## src/irlpe_pkg.sv

```systemverilog
// Shared types and constants for the IR line position estimator.
// Used by irlpe_div, the top level and the bench; depends on nothing else.
package irlpe_pkg;

  localparam int RES_W       = 10;  // width of resolution, threshold and a normalised reading
  localparam int POS_W       = 13;  // width of the signed line position
  localparam int CNT_OUT_W   = 3;   // width of the reported active count
  localparam int OUT_DATA_W  = 16;  // result tdata: position and count, byte aligned
  localparam int POS_MAX     = 4095;
  localparam int POS_MIN_MAG = 4096;
  localparam int CNT_OUT_MAX = 7;

  localparam logic [RES_W-1:0] RES_RESET = 10'd100;
  localparam logic [RES_W-1:0] THR_RESET = 10'd60;

  typedef enum logic [0:0] {
    REG_RESOLUTION = 1'b0,
    REG_THRESHOLD  = 1'b1
  } cfg_reg_t;

  typedef enum logic [2:0] {
    ST_IDLE,
    ST_NORM,
    ST_NORM_WAIT,
    ST_ACC,
    ST_POS,
    ST_POS_WAIT,
    ST_DONE
  } state_t;

  typedef struct packed {
    logic busy;
    logic done;
  } div_stat_t;

endpackage

```

## src/irlpe_div.sv

```systemverilog
// Shared restoring divider, one quotient bit per cycle.
// Depends on irlpe_pkg for its status struct.
module irlpe_div #(
  parameter int NUM_W = 20,
  parameter int DEN_W = 10
) (
  input  logic                 clk,
  input  logic                 rst,
  input  logic                 start,
  input  logic [NUM_W-1:0]     num,
  input  logic [DEN_W-1:0]     den,
  output logic [NUM_W-1:0]     quot,
  output irlpe_pkg::div_stat_t stat
);

  localparam int CW = $clog2(NUM_W + 1);

  logic [NUM_W-1:0] q;
  logic [DEN_W-1:0] r;
  logic [DEN_W-1:0] d;
  logic [CW-1:0]    cnt;
  logic             busy;
  logic             done;
  logic [DEN_W:0]   trial;
  logic [DEN_W:0]   diff;
  logic             ge;

  assign trial = {r, q[NUM_W-1]};
  assign diff  = trial - {1'b0, d};
  assign ge    = trial >= {1'b0, d};

  always_ff @(posedge clk) begin
    if (rst) begin
      busy <= 1'b0;
      done <= 1'b0;
      cnt  <= '0;
    end else begin
      done <= 1'b0;
      if (start) begin
        busy <= 1'b1;
        cnt  <= CW'(NUM_W);
      end else if (busy) begin
        cnt <= cnt - CW'(1);
        if (cnt == CW'(1)) begin
          busy <= 1'b0;
          done <= 1'b1;
        end
      end
    end
  end

  // The dividend shifts out of the top of q while quotient bits enter at the bottom.
  always_ff @(posedge clk) begin
    if (start) begin
      q <= num;
      r <= '0;
      d <= den;
    end else if (busy) begin
      if (ge) begin
        r <= diff[DEN_W-1:0];
        q <= {q[NUM_W-2:0], 1'b1};
      end else begin
        r <= trial[DEN_W-1:0];
        q <= {q[NUM_W-2:0], 1'b0};
      end
    end
  end

  assign quot      = q;
  assign stat.busy = busy;
  assign stat.done = done;

endmodule

```

## src/irlpe_ext.sv

```systemverilog
// Per-channel calibration extremes: running maximum and minimum of each channel.
// Depends on irlpe_pkg only through the naming of the project.
module irlpe_ext #(
  parameter int CHANNELS    = 4,
  parameter int SAMPLE_BITS = 10
) (
  input  logic                            clk,
  input  logic                            rst,
  input  logic                            cal_we,
  input  logic [CHANNELS*SAMPLE_BITS-1:0] cal_samples,
  input  logic [$clog2(CHANNELS)-1:0]     rd_chan,
  output logic [SAMPLE_BITS-1:0]          rd_max,
  output logic [SAMPLE_BITS-1:0]          rd_min
);

  logic [SAMPLE_BITS-1:0] channel_max [CHANNELS];
  logic [SAMPLE_BITS-1:0] channel_min [CHANNELS];

  // Every channel is widened in the same cycle; after reset max sits below min.
  always_ff @(posedge clk) begin
    if (rst) begin
      for (int i = 0; i < CHANNELS; i++) begin
        channel_max[i] <= '0;
        channel_min[i] <= '1;
      end
    end else if (cal_we) begin
      for (int i = 0; i < CHANNELS; i++) begin
        if (cal_samples[i*SAMPLE_BITS +: SAMPLE_BITS] > channel_max[i]) begin
          channel_max[i] <= cal_samples[i*SAMPLE_BITS +: SAMPLE_BITS];
        end
        if (cal_samples[i*SAMPLE_BITS +: SAMPLE_BITS] < channel_min[i]) begin
          channel_min[i] <= cal_samples[i*SAMPLE_BITS +: SAMPLE_BITS];
        end
      end
    end
  end

  assign rd_max = channel_max[rd_chan];
  assign rd_min = channel_min[rd_chan];

endmodule

```

## src/ir_line_position_estimator.sv

```systemverilog
// Channel     Direction  Contents
// s_*         in         tuser: kind; tdata: sample_0 .. sample_(CHANNELS-1)
// m_*         out        tuser: uncalibrated; tdata: line_position, active_count
// cfg_*       in         write of resolution (index 0) or on_line_threshold (index 1)
//
// A calibration transaction is written to the extremes as it is accepted. A measure transaction
// takes each channel through one shared serial divider (start, the divider steps over the NUM_W =
// 10 + SAMPLE_BITS dividend bits, done, accumulate), or from start straight to accumulate if there
// is nothing to divide, then averages the same way. Reset clears the extremes (maximum 0, minimum
// all ones) and loads the registers with 100 and 60. Input is taken only while idle; a result waits
// in the output register and the next one holds the sequencer until it has been taken.
// Top level of the IR line position estimator; uses irlpe_pkg, irlpe_ext, irlpe_div.
module ir_line_position_estimator #(
  parameter int CHANNELS    = 4,
  parameter int SAMPLE_BITS = 10
) (
  input  logic                                  clk,
  input  logic                                  rst,
  input  logic                                  s_tvalid,
  output logic                                  s_tready,
  input  logic [((CHANNELS*SAMPLE_BITS+7)/8)*8-1:0] s_tdata,  // sample_0 upwards, zero fill
  input  logic                                  s_tuser,   // kind
  output logic                                  m_tvalid,
  input  logic                                  m_tready,
  output logic [irlpe_pkg::OUT_DATA_W-1:0]      m_tdata,   // line_position, active_count
  output logic                                  m_tuser,   // uncalibrated
  input  logic                                  cfg_we,
  input  logic [0:0]                            cfg_index,
  input  logic [irlpe_pkg::RES_W-1:0]           cfg_data
);

  localparam int RES_W = irlpe_pkg::RES_W;
  localparam int POS_W = irlpe_pkg::POS_W;
  localparam int SMP_W = CHANNELS * SAMPLE_BITS;
  localparam int CH_W  = $clog2(CHANNELS);
  localparam int CNT_W = $clog2(CHANNELS + 1);
  localparam int NUM_W = RES_W + SAMPLE_BITS;
  localparam int DEN_W = SAMPLE_BITS;
  localparam int WGT_W = CH_W + 2;
  localparam int SUM_W = RES_W + 2 * CH_W + 1;

  irlpe_pkg::state_t    state;
  irlpe_pkg::state_t    state_next;
  irlpe_pkg::div_stat_t div_stat;

  logic [RES_W-1:0]       resolution;
  logic [RES_W-1:0]       threshold;
  logic [SMP_W-1:0]       samples;
  logic [CH_W-1:0]        chan;
  logic signed [SUM_W-1:0] sum;
  logic [CNT_W-1:0]       count;
  logic                   flag;
  logic [RES_W-1:0]       norm;

  logic                   accept;
  logic                   last_chan;
  logic [SAMPLE_BITS-1:0] cur_sample;
  logic [SAMPLE_BITS-1:0] cur_max;
  logic [SAMPLE_BITS-1:0] cur_min;
  logic                   degenerate;
  logic                   skip;
  logic [NUM_W-1:0]       prod;
  logic [NUM_W-1:0]       quot;
  logic [RES_W-1:0]       norm_clamped;
  logic signed [WGT_W-1:0] weight;
  logic signed [SUM_W-1:0] w_ext;
  logic signed [SUM_W-1:0] n_ext;
  logic signed [SUM_W-1:0] term;
  logic [SUM_W-1:0]       sum_mag;
  logic [POS_W-1:0]       pos_val;
  logic [irlpe_pkg::CNT_OUT_W-1:0] cnt_val;

  logic                   div_start;
  logic [NUM_W-1:0]       div_num;
  logic [DEN_W-1:0]       div_den;
  logic                   cal_we;
  logic                   load_out;

  irlpe_ext #(
    .CHANNELS    (CHANNELS),
    .SAMPLE_BITS (SAMPLE_BITS)
  ) u_ext (
    .clk         (clk),
    .rst         (rst),
    .cal_we      (cal_we),
    .cal_samples (s_tdata[SMP_W-1:0]),
    .rd_chan     (chan),
    .rd_max      (cur_max),
    .rd_min      (cur_min)
  );

  irlpe_div #(
    .NUM_W (NUM_W),
    .DEN_W (DEN_W)
  ) u_div (
    .clk   (clk),
    .rst   (rst),
    .start (div_start),
    .num   (div_num),
    .den   (div_den),
    .quot  (quot),
    .stat  (div_stat)
  );

  assign s_tready   = (state == irlpe_pkg::ST_IDLE);
  assign accept     = s_tvalid && s_tready;
  assign last_chan  = (chan == CH_W'(CHANNELS - 1));
  assign cur_sample = samples[chan*SAMPLE_BITS +: SAMPLE_BITS];
  assign degenerate = (cur_max <= cur_min);
  assign skip       = degenerate || (cur_sample >= cur_max);
  assign prod       = NUM_W'(resolution) * NUM_W'(cur_max - cur_sample);

  assign norm_clamped = (quot > NUM_W'(resolution)) ? resolution : quot[RES_W-1:0];

  // Channel weight is 2*chan - (CHANNELS-1), symmetric about the centre.
  assign weight = $signed({1'b0, chan, 1'b0}) - $signed(WGT_W'(CHANNELS - 1));
  assign w_ext  = SUM_W'(weight);
  assign n_ext  = $signed(SUM_W'(norm));
  assign term   = w_ext * n_ext;

  assign sum_mag = sum[SUM_W-1] ? SUM_W'(-sum) : SUM_W'(sum);

  // Average rounds toward zero because the magnitude is divided before the sign returns.
  always_comb begin
    if (count == '0) begin
      pos_val = '0;
    end else if (sum[SUM_W-1]) begin
      if (quot > NUM_W'(irlpe_pkg::POS_MIN_MAG)) begin
        pos_val = POS_W'(irlpe_pkg::POS_MIN_MAG);
      end else begin
        pos_val = POS_W'(0) - quot[POS_W-1:0];
      end
    end else begin
      if (quot > NUM_W'(irlpe_pkg::POS_MAX)) begin
        pos_val = POS_W'(irlpe_pkg::POS_MAX);
      end else begin
        pos_val = quot[POS_W-1:0];
      end
    end
  end

  assign cnt_val = (int'(count) > irlpe_pkg::CNT_OUT_MAX) ?
                   irlpe_pkg::CNT_OUT_W'(irlpe_pkg::CNT_OUT_MAX) :
                   irlpe_pkg::CNT_OUT_W'(count);

  // Next state.
  always_comb begin
    state_next = state;
    case (state)
      irlpe_pkg::ST_IDLE: begin
        if (accept && s_tuser) begin
          state_next = irlpe_pkg::ST_NORM;
        end
      end
      irlpe_pkg::ST_NORM: begin
        state_next = skip ? irlpe_pkg::ST_ACC : irlpe_pkg::ST_NORM_WAIT;
      end
      irlpe_pkg::ST_NORM_WAIT: begin
        if (div_stat.done) begin
          state_next = irlpe_pkg::ST_ACC;
        end
      end
      irlpe_pkg::ST_ACC: begin
        state_next = last_chan ? irlpe_pkg::ST_POS : irlpe_pkg::ST_NORM;
      end
      irlpe_pkg::ST_POS: begin
        state_next = (count == '0) ? irlpe_pkg::ST_DONE : irlpe_pkg::ST_POS_WAIT;
      end
      irlpe_pkg::ST_POS_WAIT: begin
        if (div_stat.done) begin
          state_next = irlpe_pkg::ST_DONE;
        end
      end
      irlpe_pkg::ST_DONE: begin
        if (!m_tvalid || m_tready) begin
          state_next = irlpe_pkg::ST_IDLE;
        end
      end
      default: begin
        state_next = irlpe_pkg::ST_IDLE;
      end
    endcase
  end

  // Sequencer outputs.
  always_comb begin
    div_start = 1'b0;
    div_num   = prod;
    div_den   = cur_max - cur_min;
    cal_we    = 1'b0;
    load_out  = 1'b0;
    case (state)
      irlpe_pkg::ST_IDLE: begin
        cal_we = accept && !s_tuser;
      end
      irlpe_pkg::ST_NORM: begin
        div_start = !skip;
      end
      irlpe_pkg::ST_POS: begin
        div_start = (count != '0);
        div_num   = NUM_W'(sum_mag);
        div_den   = DEN_W'(count);
      end
      irlpe_pkg::ST_DONE: begin
        load_out = !m_tvalid || m_tready;
      end
      default: begin
        div_start = 1'b0;
      end
    endcase
  end

  always_ff @(posedge clk) begin
    if (rst) begin
      state      <= irlpe_pkg::ST_IDLE;
      resolution <= irlpe_pkg::RES_RESET;
      threshold  <= irlpe_pkg::THR_RESET;
      m_tvalid   <= 1'b0;
    end else begin
      state <= state_next;
      if (cfg_we) begin
        if (cfg_index == irlpe_pkg::REG_RESOLUTION) begin
          resolution <= cfg_data;
        end else if (cfg_index == irlpe_pkg::REG_THRESHOLD) begin
          threshold <= cfg_data;
        end
      end
      if (load_out) begin
        m_tvalid <= 1'b1;
      end else if (m_tready) begin
        m_tvalid <= 1'b0;
      end
    end
  end

  always_ff @(posedge clk) begin
    if (accept && s_tuser) begin
      samples <= s_tdata[SMP_W-1:0];
      chan    <= '0;
      sum     <= '0;
      count   <= '0;
      flag    <= 1'b0;
    end
    if (state == irlpe_pkg::ST_NORM) begin
      if (degenerate) begin
        flag <= 1'b1;
      end
      if (skip) begin
        norm <= '0;
      end
    end
    if (state == irlpe_pkg::ST_NORM_WAIT && div_stat.done) begin
      norm <= norm_clamped;
    end
    if (state == irlpe_pkg::ST_ACC) begin
      if (norm >= threshold) begin
        sum   <= sum + term;
        count <= count + CNT_W'(1);
      end
      if (!last_chan) begin
        chan <= chan + CH_W'(1);
      end
    end
    if (load_out) begin
      m_tdata <= {cnt_val, pos_val};
      m_tuser <= flag;
    end
  end

endmodule

```

## config.mk

```make
export PLATFORM = sky130hd
export DESIGN_NAME = ir_line_position_estimator
export DESIGN_NICKNAME = d
export VERILOG_FILES = /design/src/irlpe_pkg.sv /design/src/irlpe_div.sv /design/src/irlpe_ext.sv /design/src/ir_line_position_estimator.sv
export SDC_FILE = /design/constraint.sdc
export NUM_CORES = 1
export LEC_CHECK = 0
export BUFFER_PORTS_ARGS = -buffer_cell sky130_fd_sc_hd__buf_4
export CAP_MARGIN = 20
export CORE_MARGIN = 4
export CORE_UTILIZATION = 48
export CTS_BUF_LIST = sky130_fd_sc_hd__clkbuf_2
export DETAILED_ROUTE_END_ITERATION = 12
export SLEW_MARGIN = 10
export SYNTH_ARGS = -nofsm -noshare
export SYNTH_HDL_FRONTEND = slang
export SYNTH_SLANG_ARGS = --single-unit
```

## constraint.sdc

```tcl
create_clock -name clk -period 23.1 [get_ports clk]
set_input_delay 1.155 -clock clk [delete_from_list [all_inputs] [get_ports clk]]
set_output_delay 1.155 -clock clk [all_outputs]
set_load 0.01 [all_outputs]
```

# [Yosys cells after proc, flatten, opt, wreduce, memory -nomap -nowiden]
# Memory sizes are Yosys's and may differ from the RTL's. A register that Yosys moved wholly into a read port is not among the register bits.
# Index checks and enable logic that the tools add are counted.
[op_classes] bitwise=10 add_sub_neg=10 magnitude_cmp=15 n_mux=87 n_eq_ne=12 shift=1 n_reduce_logical=22 mul=3
[op_table] operator="$mux W10" n=13
[op_table] operator="$mux W15" n=4
[op_table] operator="$mux W20" n=3
[op_table] operator="$mux W1" n=47
[op_table] operator="$gt A10 B10 Y1" n=4
[op_table] operator="$lt A10 B10 Y1" n=4
[op_table] operator="$shiftx A40 B7 Y10" n=1
[op_table] operator="$mux W13" n=3
[op_table] operator="$mux W3" n=9
[op_table] operator="$pmux W3 S7" n=1
[op_table] operator="$ge A10 B10 Y1" n=2
[op_table] operator="$gt A20 B10 Y1" n=1
[op_table] operator="$gt A20 B12 Y1 const B" n=1
[op_table] operator="$gt A20 B13 Y1 const B" n=1
[op_table] operator="$mul A11 B11 Y20" n=1
[op_table] operator="$sub A10 B10 Y10" n=2
[op_table] operator="$add A15 B15 Y15" n=1
[op_table] operator="$mul A4 B11 Y15" n=1
[op_table] operator="$neg A15 Y15" n=1
[op_table] operator="$sub A1 B13 Y13 const A" n=1
[op_table] operator="$ge A11 B10 Y1" n=1
[op_table] operator="$sub A10 B10 Y11" n=1
[op_table] operator="$le A10 B10 Y1" n=1
[op_table] operator="$mux W5" n=2
[op_table] operator="other kinds (26)" n=54
[word_totals] mem_count=2 ram_bits=80 elab_cells=183 out_inout_bits=19 input_bits=57 ff_bits=159
[memory_table] name="u_ext.channel_max" depth=4 width=10 rd=5 rd_clocked_by_memory_dff=1 wr=4 line_no="irlpe_ext.sv:16" source="logic [SAMPLE_BITS-1:0] channel_max [CHANNELS];"
[memory_table] name="u_ext.channel_min" depth=4 width=10 rd=5 rd_clocked_by_memory_dff=1 wr=4 line_no="irlpe_ext.sv:17" source="logic [SAMPLE_BITS-1:0] channel_min [CHANNELS];"

# [Longest topological paths before layout]
[logic_depth] depth_word=8 ltp_mapped=32 mapped_depth_nobuf=30

# [Cells and area by module]
# Synthesis repeated with hierarchy kept, for this count alone.
[unflattened] cells_unflattened=2050 area_unflattened_um2=20089.3
[by_module_without_submodules] mod="ir_line_position_estimator" seq_area_each_um2=2912.8 area_per_inst_um2=12062.8 cells_per_inst=1358 n_inst=1
[by_module_without_submodules] mod="irlpe_ext" seq_area_each_um2=2402.3 area_per_inst_um2=5604.1 cells_per_inst=491 n_inst=1
[by_module_without_submodules] mod="irlpe_div" seq_area_each_um2=1241.2 area_per_inst_um2=2422.3 cells_per_inst=201 n_inst=1

# [Worst setup path after synthesis]
# No wires, ideal clock.
[synth_path] path_type="reg-to-reg" start="register chan[0]" end="register u_div.q[18], in the netlist u_div.quot[18] (data pin)" t_required_ps=22838 slack_ps=14842 setup_time_ps=262 arrival_ps=7996 synth_period_minus_slack_ps=8258 n_path_buf=3 stages_incl_launch_ff=33 cell_sequence="dfxtp_1 clkbuf_1 buf_1 mux4_2 inv_1 ha_1 inv_1 fa_1 a21oi_1 o21ai_1 a2111oi_0 or3_1 nor2b_1 o21ai_0 nand2b_1 clkbuf_1 or2_2 fa_1 fa_1 inv_1 fa_1 fa_1 inv_1 fa_1 inv_1 ha_1 or3_1 o221ai_1 a21oi_1 a211o_1 a21oi_1 xor2_1 o21ai_0"
[synth_via] elab_chain_cells=7 elab_cells_between_ends=10 classes_between="add/sub (1); mul (2); order compare (1); shift (1); mux (3); reduce/logical (2)"
[synth_rtl] item="start: declaration" line_no="ir_line_position_estimator.sv:49" source="logic [CH_W-1:0] chan;"
[synth_rtl] item="start signal: assignment" line_no="ir_line_position_estimator.sv:261" source="chan <= chan + CH_W'(1);"
[synth_rtl] item="$mul A2 B3 Y5 *" line_no="ir_line_position_estimator.sv:108" source="assign cur_sample = samples[chan*SAMPLE_BITS +: SAMPLE_BITS];"
[synth_rtl] item="$shiftx A40 B7 Y10 *" line_no="ir_line_position_estimator.sv:108"
[synth_rtl] item="parallel branches: the longest is 4 deep, another holds $mul A11 B11 Y20"
[synth_rtl] item="$mux W20 *" line_no="irlpe_div.sv:54" source="if (start) begin"
[synth_rtl] item="end signal: assignment" line_no="irlpe_div.sv:55" source="q <= num;"
[synth_rtl] item="end signal: assignment" line_no="irlpe_div.sv:61" source="q <= {q[NUM_W-2:0], 1'b1};"
[synth_rtl] item="end signal: assignment" line_no="irlpe_div.sv:64" source="q <= {q[NUM_W-2:0], 1'b0};"
[synth_rtl] item="end: declaration" line_no="irlpe_div.sv:18" source="logic [NUM_W-1:0] q;"
# Every way passes the cells marked *.
# A chain may end at the register's enable or synchronous reset.

# [Worst setup path after layout]
[layout_path] start="register chan[0]" end="register u_div.q[17], in the netlist u_div.quot[17] (data pin)"
# The elaborated chain is that of the path after synthesis.

==> impl_metrics.toml <==
[status]
status = "finished clean"

[cts]
clk_latency_ps = 970
clk_path_buf_depth = 3
holdBufCountCts = 0
clkSinkCount = 239
cts-root-buf = "clkbuf_2"
clk_pin_slew_worst_paths_ps = 100
numCtsBuffers = 71
cts_resized = 0
cts_tree = "done"
post_cts_buffers = 0
ctsHtreeMaxLevel = 3

[detailed_routing]
drc = 0
postRouteAntennaNets = 0
drtPass1Iterations = 5
vias_per_cell = 5.52
num_vias = 14913
wirelength_um = 52800
drt_iter0_markers = 1013
wire_per_inst_um = 19.5

[placement]
hpwlAfterDp_um = 40600
place_congestion = 0.903
port_buffers = 75

[yosys]
synth_warnings = 0
netlist_area_um2 = 19600
syn_inst = 2011
synth_edf_count = 177
synth.avg_cell_area_um2 = 9.76
synth_compound_area_share_pct = 11.6
synth_xor_area_share_pct = 2.77
synthMuxAreaShare_pct = 4.89
synth-simple-area-share_pct = 15.0
syn_nets = 2397
synthAdderAreaFrac_pct = 24.9
yosysUniqueCellTypes = 79
synth_top_family_by_area = "adder cells"
ys_async_sr_fraction_pct = 0
synthFlopType = "edfxtp_1"
ys_seq_elements = 239
seq_area_frac_synth_pct = 33.4

[timing]
tightest_slew_ps = 1050
fin_skew_ps = 47.5
setup_tns_ps = 0
period_minus_slack_ps = 8850
finalSetupViolCount = 0
post-route-period-util_pct = 38.3
fmax_ghz = 0.113
slew_headroom_pct = 29.2
rsz0062_at_grt = "no"
drv_slew = 0
finalHoldViolCount = 0

[floorplanning]
rows = 73
die-area_um2 = 44200
core-area_um2 = 40100
die_width_um = 210
pin_count = 76
initial_core_util_pct = 49.0
die_y_um = 210

[setup_path]
crit_required_ps = 23800
start_kind = "flip-flop"
cpMaxStageDelayCell = "mux4_2"
cp_max_fo = 29
crit_type = "reg2reg"
r2r_cells = 30
max_stage_delay_ps = 560
critPathArrivalTime_ps = 9550
end_kind = "flip-flop"
cpMostUsedCell = "fa_1"
rrSetupSlack_ps = 14250

[final_layout]
final_util_pct = 53.3
layout_commonest_cell = "inv_1"
layout.nets = 2503
final_cell_mix = "310 x inv_1, 225 x ha_1, 177 x edfxtp_1, 160 x nand2_1, 140 x nor2_1"
area_growth_pct = 8.95
drive_gt1_share_pct = 13.1
fillers = 3683

[hold_path]
hp-class = "in2reg"
holdPathStages = 1

[global_route]
grt_pass1_vias = 15358
grt_pass1_wl_um = 83400
grt_max_degree = 45
grt_overflow = 0
grt_use_total_pct = 24.2
antenna_found_initial = 2

[flow_run]
cap_viol_max_count = 0
==> cells by family after synthesis <==
group	count (synthesis)
flops	239
mux	58
fa+ha+maj	329
compound gates	349
buf+inv	378
xor+xnor	62
simple gates	596
==> worst paths after layout <==
path / start / endpoint
max reg2reg: chan[0] / u_div.quot[17]
min: s_tdata[0] / samples[0]
min reg2reg: threshold[1] / threshold[1]
max: chan[0] / u_div.quot[17]
==> Yosys cell counts, types with 16 or more instances <==
master / n / area share, %
edfxtp_1: 177 / 27
fa_1: 104 / 11
nand2b_1: 43 / 1.4
nor2b_1: 29 / 0.92
inv_1: 311 / 5.9
mux4_2: 30 / 3.4
nor2_1: 140 / 2.7
xor2_1: 20 / 0.89
dfxtp_1: 62 / 6.3
a21oi_1: 101 / 2.6
ha_1: 225 / 14
a21o_1: 38 / 1.5
mux2i_1: 25 / 1.3
nor3_1: 34 / 0.87
nand2_1: 160 / 3.1
and2_1: 63 / 2.0
or3_1: 16 / 0.51
nand3_1: 33 / 0.84
o21ai_0: 73 / 1.9
xnor2_1: 42 / 1.9
o21a_1: 18 / 0.69
clkbuf_1: 48 / 0.92
==> registers in the layout, summed over array words and instances, names as in the netlist, 10 cells and up <==
name	flops
u_div.quot	20
u_div.d	10
u_div.r	10
u_ext.channel_max	40
u_ext.channel_min	40
norm	10
threshold	10
sum	15
m_tdata	16
resolution	10
samples	40
==> worst max-delay path, delay by kind of cell (launching register included) <==
| kind | cells | cell delay (ps) |
|---|---|---|
| muxes | 1 | 560 |
| and+or+nand+nor | 7 | 1630 |
| DFF | 1 | 550 |
| adders and majority gates | 8 | 3410 |
| buffers and inverters | 6 | 820 |
| xor gates and xnor gates | 1 | 180 |
| AOI/OAI and AO/OA | 7 | 1430 |
==> per-layer routing <==
layer	vias up	share of wire, %	wire [um]	global-route usage [%]
met5	-	0	0	0
met4	0	5.2	2750	11.5
met3	144	5.0	2660	4.46
met2	431	50	26200	42.6
met1	7176	40	21100	28.7
li1	7162	-	-	-
==> layout make-up <==
cell class	instances	area, um^2	area share, %
Multi-Input combinational cell	1394	11600	54.4
Sequential cell	239	6560	30.7
Inverter	314	1180	5.51
Timing Repair Buffer	97	728	3.40
Tap cell	525	657	3.07
Clock buffer	110	551	2.57
Clock inverter	19	78.8	0.368
Antenna cell	3	7.51	0.0351
==> through the flow <==
step,hold WS [ps],worst slack (ps),std cells,area [um^2]
floorplan,408,14840,2011,19600
global placement,448,14440,2568,20700
detailed placement,453,14320,2569,20800
CTS,289,14270,2698,21400
global route,261,13580,2701,21400
finish,401,14250,2701,21400
Power is not shown: default switching activity piles up to over one toggle a cycle in this logic, so the estimate is an artifact.
